===== src/rtl/bmp_pkg.sv =====
// bmp_pkg: shared types, codes and constants for the banked memory pager
// used by bmp_xlate and banked_memory_pager_with_dos_trap
// no dependencies
`timescale 1ns / 1ps
`default_nettype none

package bmp_pkg;

  // default number of physical ram pages
  localparam int RAM_PAGE_COUNT_DEF = 8;

  // field widths
  localparam int OP_W     = 3;
  localparam int ADDR_W   = 16;
  localparam int BYTE_W   = 8;
  localparam int TGT_W    = 3;
  localparam int ROM_W    = 2;
  localparam int PAGE_W   = 3;
  localparam int OFFS_W   = 14;

  // stream payload widths, padded to whole bytes
  localparam int IN_DATA_W  = 24;
  localparam int OUT_DATA_W = 24;

  // decode constants
  localparam logic [ADDR_W-1:0] PORT_DECODE_MASK = 16'h8002;
  localparam logic [7:0]        TRAP_PAGE_HI     = 8'h3D;
  localparam int                ROM48_BIT        = 4;
  localparam logic [PAGE_W-1:0] SLOT1_PAGE       = 3'd5;
  localparam logic [PAGE_W-1:0] SLOT2_PAGE       = 3'd2;

  typedef enum logic [OP_W-1:0] {
    OP_READ  = 3'd0,
    OP_WRITE = 3'd1,
    OP_FETCH = 3'd2,
    OP_PORT  = 3'd3,
    OP_TRAP  = 3'd4
  } opcode_t;

  typedef enum logic [TGT_W-1:0] {
    TGT_ROM     = 3'd0,
    TGT_RAM     = 3'd1,
    TGT_DISCARD = 3'd2,
    TGT_TRAP    = 3'd3,
    TGT_NONE    = 3'd4
  } target_t;

  typedef enum logic [ROM_W-1:0] {
    ROM_128 = 2'd0,
    ROM_48  = 2'd1,
    ROM_DOS = 2'd2
  } rom_t;

  typedef enum logic [1:0] {
    SLOT_ROM   = 2'd0,
    SLOT_RAM5  = 2'd1,
    SLOT_RAM2  = 2'd2,
    SLOT_PAGED = 2'd3
  } slot_t;

  // paging state
  typedef struct packed {
    logic [BYTE_W-1:0] port_value;
    rom_t              rom_select;
    logic              dos_active;
  } pager_state_t;

  // one translated access
  typedef struct packed {
    target_t           target;
    logic [ROM_W-1:0]  rom_id;
    logic [PAGE_W-1:0] ram_page;
    logic [OFFS_W-1:0] page_offset;
    logic              port_hit;
    logic              trap_switched;
  } xlate_result_t;

endpackage

`default_nettype wire


===== src/rtl/bmp_xlate.sv =====
// bmp_xlate: combinational address translation and paging state update
// depends on bmp_pkg
`timescale 1ns / 1ps
`default_nettype none

module bmp_xlate
  import bmp_pkg::*;
#(
  parameter int RAM_PAGE_COUNT = RAM_PAGE_COUNT_DEF
) (
  input  wire opcode_t           opcode,
  input  wire logic [ADDR_W-1:0] address,
  input  wire logic [BYTE_W-1:0] data_byte,
  input  wire pager_state_t      state_cur,
  output pager_state_t           state_nxt,
  output xlate_result_t          result
);

  localparam int PageIdxW = $clog2(RAM_PAGE_COUNT);

  slot_t slot;
  logic  trap_page;

  assign slot      = slot_t'(address[ADDR_W-1:ADDR_W-2]);
  assign trap_page = (address[ADDR_W-1:ADDR_W-8] == TRAP_PAGE_HI);

  always_comb begin
    result    = '0;
    result.target = TGT_NONE;
    state_nxt = state_cur;
    unique case (opcode)
      OP_READ, OP_WRITE, OP_FETCH: begin
        result.page_offset = address[OFFS_W-1:0];
        if (slot == SLOT_ROM) begin
          if (opcode == OP_WRITE) begin
            result.target = TGT_DISCARD;
          end else if (opcode == OP_FETCH && state_cur.rom_select == ROM_48 && trap_page) begin
            result.target = TGT_TRAP;
          end else begin
            result.target = TGT_ROM;
            result.rom_id = state_cur.rom_select;
          end
        end else if (opcode == OP_FETCH && state_cur.dos_active) begin
          // dos runs only from rom, fetches outside it are trapped
          result.target = TGT_TRAP;
        end else begin
          result.target = TGT_RAM;
          unique case (slot)
            SLOT_RAM5: result.ram_page = SLOT1_PAGE;
            SLOT_RAM2: result.ram_page = SLOT2_PAGE;
            default:   result.ram_page =
                         PAGE_W'({1'b0, state_cur.port_value[PageIdxW-1:0]});
          endcase
        end
      end
      OP_PORT: begin
        if ((address & PORT_DECODE_MASK) == '0) begin
          result.port_hit      = 1'b1;
          state_nxt.port_value = data_byte;
          state_nxt.rom_select = data_byte[ROM48_BIT] ? ROM_48 : ROM_128;
          state_nxt.dos_active = 1'b0;
        end
      end
      OP_TRAP: begin
        if (state_cur.rom_select == ROM_48 && trap_page) begin
          state_nxt.rom_select = ROM_DOS;
          state_nxt.dos_active = 1'b1;
          result.trap_switched = 1'b1;
        end else if (state_cur.rom_select == ROM_DOS && slot != SLOT_ROM) begin
          state_nxt.rom_select = ROM_48;
          state_nxt.dos_active = 1'b0;
          result.trap_switched = 1'b1;
        end
      end
      default: begin
        // unused opcodes leave everything as is
      end
    endcase
  end

endmodule

`default_nettype wire


===== src/rtl/banked_memory_pager_with_dos_trap.sv =====
// banked_memory_pager_with_dos_trap: top level of the 128k pager with dos trap
// depends on bmp_pkg and bmp_xlate
//
// channel  dir  handshake               payload
// in_      in   in_tvalid / in_tready   tuser: opcode; tdata: address, data_byte
// out_     out  out_tvalid / out_tready tuser: target; tdata: rom_id .. trap_switched
// cfg_     in   cfg_tvalid / cfg_tready tdata: boot_rom
//
// one access is taken per cycle while out_ does not stall; a result passes the input register,
// then the result register, before it is presented; throughput is set by the single translate
// stage, which reads and updates the paging state
// reset (rst_n low at a clock edge) loads the 128k rom, clears the port value and dos;
// in_tready and cfg_tready stay low while rst_n is low
// a boot_rom write reloads the same state with the chosen rom (3 acts as 2)
// a stall on out_ holds the result register; the input register keeps taking a
// transfer whenever it is empty or moves on in the same cycle
`timescale 1ns / 1ps
`default_nettype none

module banked_memory_pager_with_dos_trap
  import bmp_pkg::*;
#(
  parameter int RAM_PAGE_COUNT = RAM_PAGE_COUNT_DEF
) (
  input  wire logic                  clk,
  input  wire logic                  rst_n,
  // config
  input  wire logic                  cfg_tvalid,
  output logic                       cfg_tready,
  input  wire logic [ROM_W-1:0]      cfg_tdata,   // [1:0] boot_rom
  // access stream
  input  wire logic                  in_tvalid,
  output logic                       in_tready,
  input  wire logic [OP_W-1:0]       in_tuser,    // [2:0] opcode
  input  wire logic [IN_DATA_W-1:0]  in_tdata,    // [15:0] address, [23:16] data_byte
  // result stream
  output logic                       out_tvalid,
  input  wire logic                  out_tready,
  output logic [TGT_W-1:0]           out_tuser,   // [2:0] target
  output logic [OUT_DATA_W-1:0]      out_tdata    // [1:0] rom_id, [4:2] ram_page,
                                                  // [18:5] page_offset, [19] port_hit,
                                                  // [20] trap_switched, [23:21] zero
);

  // input register
  logic                s1_valid_r;
  logic [OP_W-1:0]     s1_op_r;
  logic [ADDR_W-1:0]   s1_addr_r;
  logic [BYTE_W-1:0]   s1_byte_r;
  logic                s1_advance;

  // result register
  logic                out_valid_r;
  xlate_result_t       out_res_r;

  // paging state
  pager_state_t        state_r;
  pager_state_t        state_nxt;
  xlate_result_t       res_nxt;

  // state loaded at reset or on a boot_rom write
  pager_state_t        boot_state;
  rom_t                boot_rom;

  // no transfer is taken while reset is held
  assign cfg_tready = rst_n;

  // a value of 3 saturates to the dos rom
  assign boot_rom = (cfg_tdata > ROM_W'(ROM_DOS)) ? ROM_DOS : rom_t'(cfg_tdata);
  always_comb begin
    boot_state            = '0;
    boot_state.rom_select = boot_rom;
    boot_state.dos_active = (boot_rom == ROM_DOS);
  end

  // the input stage moves on when the result register is free or being drained
  assign s1_advance = s1_valid_r && (!out_valid_r || out_tready);
  assign in_tready  = rst_n && (!s1_valid_r || s1_advance);

  bmp_xlate #(
    .RAM_PAGE_COUNT (RAM_PAGE_COUNT)
  ) u_xlate (
    .opcode    (opcode_t'(s1_op_r)),
    .address   (s1_addr_r),
    .data_byte (s1_byte_r),
    .state_cur (state_r),
    .state_nxt (state_nxt),
    .result    (res_nxt)
  );

  // input register: control
  always_ff @(posedge clk) begin
    if (!rst_n) begin
      s1_valid_r <= 1'b0;
    end else if (in_tready) begin
      s1_valid_r <= in_tvalid;
    end
  end

  // input register: payload
  always_ff @(posedge clk) begin
    if (in_tready && in_tvalid) begin
      s1_op_r   <= in_tuser;
      s1_addr_r <= in_tdata[ADDR_W-1:0];
      s1_byte_r <= in_tdata[ADDR_W+BYTE_W-1:ADDR_W];
    end
  end

  // paging state, updated as each access leaves the input stage unless a boot_rom write reloads it
  always_ff @(posedge clk) begin
    if (!rst_n) begin
      state_r <= '{port_value: '0, rom_select: ROM_128, dos_active: 1'b0};
    end else if (cfg_tvalid && cfg_tready) begin
      state_r <= boot_state;
    end else if (s1_advance) begin
      state_r <= state_nxt;
    end
  end

  // result register: control
  always_ff @(posedge clk) begin
    if (!rst_n) begin
      out_valid_r <= 1'b0;
    end else if (s1_advance) begin
      out_valid_r <= 1'b1;
    end else if (out_tready) begin
      out_valid_r <= 1'b0;
    end
  end

  // result register: payload
  always_ff @(posedge clk) begin
    if (s1_advance) begin
      out_res_r <= res_nxt;
    end
  end

  assign out_tvalid = out_valid_r;
  assign out_tuser  = out_res_r.target;
  assign out_tdata  = {3'b000, out_res_r.trap_switched, out_res_r.port_hit,
                       out_res_r.page_offset, out_res_r.ram_page, out_res_r.rom_id};

  // dos mode and the dos rom always go together
  a_dos_matches_rom: assert property (@(posedge clk) disable iff (!rst_n)
    state_r.dos_active == (state_r.rom_select == ROM_DOS))
    else $error("dos flag out of step with rom select");

  // the rom select never takes the unused code
  a_rom_select_legal: assert property (@(posedge clk) disable iff (!rst_n)
    state_r.rom_select == ROM_128 || state_r.rom_select == ROM_48 ||
    state_r.rom_select == ROM_DOS)
    else $error("rom select holds an unused code");

  // the input stage never overwrites a result that is still stalled
  a_no_overrun: assert property (@(posedge clk) disable iff (!rst_n)
    s1_advance |-> (!out_valid_r || out_tready))
    else $error("result register overrun");

  // port and trap flags only come with accesses that touch no memory
  a_flags_no_mem: assert property (@(posedge clk) disable iff (!rst_n)
    (out_valid_r && (out_res_r.port_hit || out_res_r.trap_switched))
      |-> out_res_r.target == TGT_NONE)
    else $error("flag raised on a memory access");

  // a trap-check switch flips the dos mode
  a_switch_flips_dos: assert property (@(posedge clk) disable iff (!rst_n)
    (s1_advance && res_nxt.trap_switched && !(cfg_tvalid && cfg_tready))
      |=> state_r.dos_active != $past(state_r.dos_active))
    else $error("trap switch did not change dos mode");

endmodule

`default_nettype wire

===== config.mk =====
export PLATFORM = sky130hd
export DESIGN_NAME = banked_memory_pager_with_dos_trap
export DESIGN_NICKNAME = d
export VERILOG_FILES = /design/src/rtl/bmp_pkg.sv /design/src/rtl/bmp_xlate.sv /design/src/rtl/banked_memory_pager_with_dos_trap.sv
export SDC_FILE = /design/constraint.sdc
export NUM_CORES = 1
export LEC_CHECK = 0
export ABC_AREA = 1
export BUFFER_PORTS_ARGS = -buffer_cell sky130_fd_sc_hd__buf_4
export CAP_MARGIN = 20
export CORE_MARGIN = 4
export CORE_UTILIZATION = 50
export CTS_BUF_LIST = sky130_fd_sc_hd__clkbuf_8
export CTS_CLUSTER_DIAMETER = 40
export DETAILED_ROUTE_END_ITERATION = 10
export PLACE_DENSITY = 0.77
export SYNTH_ARGS = -nofsm -noshare
export SYNTH_HDL_FRONTEND = slang
export SYNTH_SLANG_ARGS = --single-unit

===== constraint.sdc =====
create_clock -name clk -period 2.73 [get_ports clk]
set_clock_uncertainty 0.05 [all_clocks]
set_input_delay 0.819 -clock clk [delete_from_list [all_inputs] [get_ports clk]]
set_output_delay 0.819 -clock clk [all_outputs]
set_load 0.02 [all_outputs]

After elaboration in Yosys (flattened, before gate mapping). Cells that the tools add are included.

Order comparisons: 1. Equal/unequal tests: 12. Mux-type cells: 18. Bitwise operators: 3. Reductions and logical operators: 26.

Operators by type and width (number): $mux 3 (6); $logic_not 16->1 (1); $pmux 3 s2 (2); $mux 11 (1); $logic_and 1x1->1 (9); $eq 8x6->1 const B (1); $eq 2x2->1 const B (3); $eq 3x2->1 const B (2); $mux 1 (6); $mux 2 (3); $reduce_bool 2->1 (3); $reduce_or 3->1 (2); $eq 2x1->1 const B (2); $ne 4x2->1 const B (1); $reduce_and 4->1 (1); $reduce_or 4->1 (1); $eq 3x1->1 const B (1); $eq 3x3->1 const B (1); $logic_not 3->1 (1); $ne 3x2->1 const B (1); $not 1->1 (3); $reduce_and 3->1 (1); $reduce_bool 3->1 (1); $gt 2x2->1 const B (1); 4 further kinds (6).

Bits in registers: 64. Input port bits: 34. Output and inout port bits: 30. Logic and storage cells: 74.

Depth between registers and ports, before layout.
Word-level depth: 7. Depth in mapped cells: 10. Mapped depth without buffers: 10.

Hierarchy. From an unflattened synthesis, not the netlist that was laid out.

Cells, all modules: 254. Area total of the unflattened synthesis: 2673.8 µm².

By module, submodules not included: banked_memory_pager_with_dos_trap (instances 1, cells each 130, area an instance 2102.0 µm², seq. area each 1791.7 µm²); bmp_xlate (instances 1, cells each 124, area an instance 571.8 µm², seq. area each 0.0 µm²).

Worst setup path after synthesis. Ideal clock, no wire load.

Kind: input -> register. From: input out_tready. To: register s1_addr_r[0] (enable). Setup time: 403 ps. Arrival time: 2024 ps. Data required time: 2277 ps. Slack: 253 ps. Stages on the path: 4. Buffers on the path: 0. Cells stage by stage: inv_1 -> nand3_1 -> nand2_1 -> nor2_1.

Longest elaborated chain between the ends: 5.

Ends and longest elaborated chain: start: declaration (RTL line banked_memory_pager_with_dos_trap.sv:38) `input wire logic out_tready,`; $logic_or 1x1->1 (RTL line banked_memory_pager_with_dos_trap.sv:77) `assign s1_advance = s1_valid_r && (!out_valid_r || out_tready);`; $logic_and 1x1->1 (RTL line banked_memory_pager_with_dos_trap.sv:77); $logic_or 1x1->1 (RTL line banked_memory_pager_with_dos_trap.sv:78) `assign in_tready = rst_n && (!s1_valid_r || s1_advance);`; $logic_and 1x1->1 (RTL line banked_memory_pager_with_dos_trap.sv:78); $logic_and 1x1->1 (RTL line banked_memory_pager_with_dos_trap.sv:102) `if (in_tready && in_tvalid) begin`; end signal: assignment (RTL line banked_memory_pager_with_dos_trap.sv:104) `s1_addr_r <= in_tdata[ADDR_W-1:0];`; end: declaration (RTL line banked_memory_pager_with_dos_trap.sv:48) `logic [ADDR_W-1:0] s1_addr_r;`.

No other way between the ends. A chain may end at the register's enable or synchronous reset.

Final worst setup path.
From: input out_tready. To: output in_tready.

Longest elaborated chain between the ends: 4.

Ends and longest elaborated chain: $logic_or 1x1->1 (RTL line banked_memory_pager_with_dos_trap.sv:77); $logic_and 1x1->1 (RTL line banked_memory_pager_with_dos_trap.sv:77); $logic_or 1x1->1 (RTL line banked_memory_pager_with_dos_trap.sv:78); $logic_and 1x1->1 (RTL line banked_memory_pager_with_dos_trap.sv:78); end: declaration (RTL line banked_memory_pager_with_dos_trap.sv:33) `output logic in_tready,`.

No other way between the ends.

==> impl_metrics.ini <==
[critical_path]
worstSetupStartpointType = input pin
worstPathRequired_ps = 1860
crit_start = out_tready
cpMaxStageDelayCell = buf_4
critical_path_buf_inv_count = 4
arrival_ps = 1470
cp_max_fo = 3
critPathCaptureType = output port
path_cells = buf_4 > inv_1 > nand3_1 > nand2_1 > inv_1 > buf_4
worstReg2RegStart = s1_addr_r[15]
critical-path-max-stage-delay_ps = 150
critPathTopFamily = buffers and inverters
crit_type = in2out

[die]
initial_core_util = 0.518
dieArea_mm2 = 0.00564
core-area_mm2 = 0.00435
die_h_um = 75.1
fp-row-count = 24
pin_count = 64
die_w_um = 75.1

[global_routing]
busiest_layer = met2
grt_overflow_total = 0
grtUsageMet2 = 0.233
grt_start_max_net_pins = 24
use_met3 = 0.0360
grt_pass1_wl_mm = 5.78
grt.total_usage = 0.139
antenna_found_initial = 0
grt.met1_usage = 0.173
grt_pass1_vias = 1305

[finish]
synthToLayoutAreaGrowth_pct = 24.8
diodes = 0
drive_gt1_frac = 0.336
stdcell_area_mm2 = 0.00281
fillers = 342
nets = 289

[detailed_routing]
wl_mm = 3.61
avgRoutedWirePerCell_um = 11.8
drt_pass1_iterations = 5
post-route-drc-count = 0
drt_iter0_drc = 81
via_count = 1403
viasPerCell = 4.60
ant_nets = 0

[pwr]
p_per_area_mw_per_mm2 = 550
seq_power_share = 0.621
p_leak_nw = 1.22
switching_power_w = 0.000354
internal_power_w = 0.00119
combPwrFrac = 0.101
sw_frac_of_total = 0.229
clock_power_share = 0.279
vdd_drop_max_mv = 0.289

[synth]
synth_compound_area_frac = 0.0478
yosysSeqAreaShare = 0.697
synth_fa_ha_area_frac = 0.0167
synth_xor_area_frac = 0
yosysWarningCount = 0
syn_avg_cell_area_um2 = 11.9
synth_area_mm2 = 0.00225
synth_top_family_by_area = simple AND/OR/NAND/NOR gates
muxShareOfSynthArea = 0
yosys.area_share.simple = 0.165
ys_seq_elements = 55
synth_cell_types = 24
synth_cells = 190

[placement]
io_buffers = 56
placed_area_mm2 = 0.00273
place_hpwl_mm = 2.77
gp_congestion = 0.779

[worst_hold_path]
hold_start = state_r[4]
holdCritPathClass = reg2reg

[clock_tree]
ctsResizeCount = 0
clock_path_buffers = 2
cts_tree = done
cts_root_buffer = clkbuf_8
clk_pin_slew_ps = 90
clkLatencyLatePin_ps = 310
ctsHoldBuffers = 0
clock_sinks = 55
cts_buffers = 5
cts_max_level = 2
cts_setup_buffers = 0

[sta]
report.final.setup_viol = 0
setup_tns_ps = 0
rsz0062_at_grt = false
final.min_clock_period_ps = 2330
period_share = 0.855
final_max_slew_viol_count = 0
relSlewSlack = 0.530
fmax_ghz = 0.428
hold_viol = 0
worst_pin_slew_ps = 704

[job]
drv_cap = 0

[outcome]
status = finished clean
## layer usage
metal | share of wire | wire length [µm]
met5 | 0 | 0
met1 | 0.40 | 1440
met2 | 0.53 | 1900
met3 | 0.064 | 230
met4 | 0.013 | 46
## metrics by stage
stage	total power (W)	std cells	setup WS, ps	hold slack, ps	util
final	0.00155	305	396	417	0.646
after global placement	0.00113	297	428	390	0.626
after detailed placement	0.00114	297	390	409	0.626
after floorplan	0.00107	192	253	380	-
after global routing	0.00161	305	342	452	0.646
after CTS	0.00156	305	388	425	0.646
## cells in the mapped netlist
cell type,number,area (µm²)
edfxtp_1,47,1410
nor2_1,34,128
inv_1,29,109
nand2_1,21,78.8
a21oi_1,10,50.1
dfxtp_1,8,160
buf_4,5,37.5
o21ai_0,5,25.0
inv_2,4,15.0
nand3_1,4,20.0
nand3_2,4,40.0
ha_1,3,37.5
nand2_2,2,12.5
nand2_4,2,22.5
nor2_2,2,12.5
nor2_4,2,22.5
a21oi_4,1,16.3
and2_1,1,6.26
conb_1,1,3.75
nand3_4,1,17.5
nand4_1,1,6.26
nor3_1,1,5.00
o21ai_2,1,8.76
o31ai_1,1,7.51
## layout by cell type, fill, tap and decap left out, types with 2 or more instances in the layout
master,count
nand3_2,4
clkbuf_8,5
ha_1,3
buf_4,58
nand2_2,2
o21ai_0,5
inv_1,29
nor2_2,3
dfxtp_1,8
nor2_1,33
nand3_1,4
nand2_4,2
conb_1,3
nand2_1,21
a21oi_1,10
nor2_4,2
edfxtp_1,47
inv_2,4
## cell type report
type	instances	area, µm²	share of cell area
flip-flops and latches	55	1570	0.559
clock inverters	3	17.5	0.00623
repair buffers	58	435	0.155
well taps	52	65.1	0.0231
multi-input cells	99	531	0.189
inverters	33	124	0.0440
clock buffers	5	68.8	0.0245
## final timing paths
path	endpoint	slack, ps	cells past startpoint
worst max-delay path	in_tready	400	6
worst min-delay path	state_r[4]	420	2
worst max register to register	out_tdata[0]	980	8
worst min register to register	state_r[4]	420	2
## power groups by stage
| stage | Clock (W) | Sequential, W | Combinational (W) |
|---|---|---|---|
| after floorplan | 0 | 0.000998 | 0.0000689 |
| after global placement | 0 | 0.000979 | 0.000154 |
| after detailed placement | 0 | 0.000980 | 0.000157 |
| after CTS | 0.000442 | 0.000961 | 0.000158 |
| after global routing | 0.000475 | 0.000964 | 0.000173 |
| final | 0.000432 | 0.000960 | 0.000156 |
## state kept, by name, indices dropped and copies added (netlist names)
signal / count
s1_op_r: 3
s1_byte_r: 4
out_tvalid: 1
out_tuser: 3
s1_addr_r: 16
state_r: 6
out_tdata: 21
s1_valid_r: 1
## logic make-up after synthesis
group                      Yosys count
AOI/OAI and AO/OA                   18
adders and majority gates            3
buffers and inverters               38
DFF                                 55
other                                1
and+or+nand+nor                     75
## worst reg2reg max path, stage by stage (launching register included)
cell and delay [ps]:
edfxtp_1 410, inv_1 130, ha_1 270, inv_2 80, nor2_4 120, nand4_1 110
and2_1 190, nand3_1 110, nor2_1 60
(Power assumes the default switching activity.)
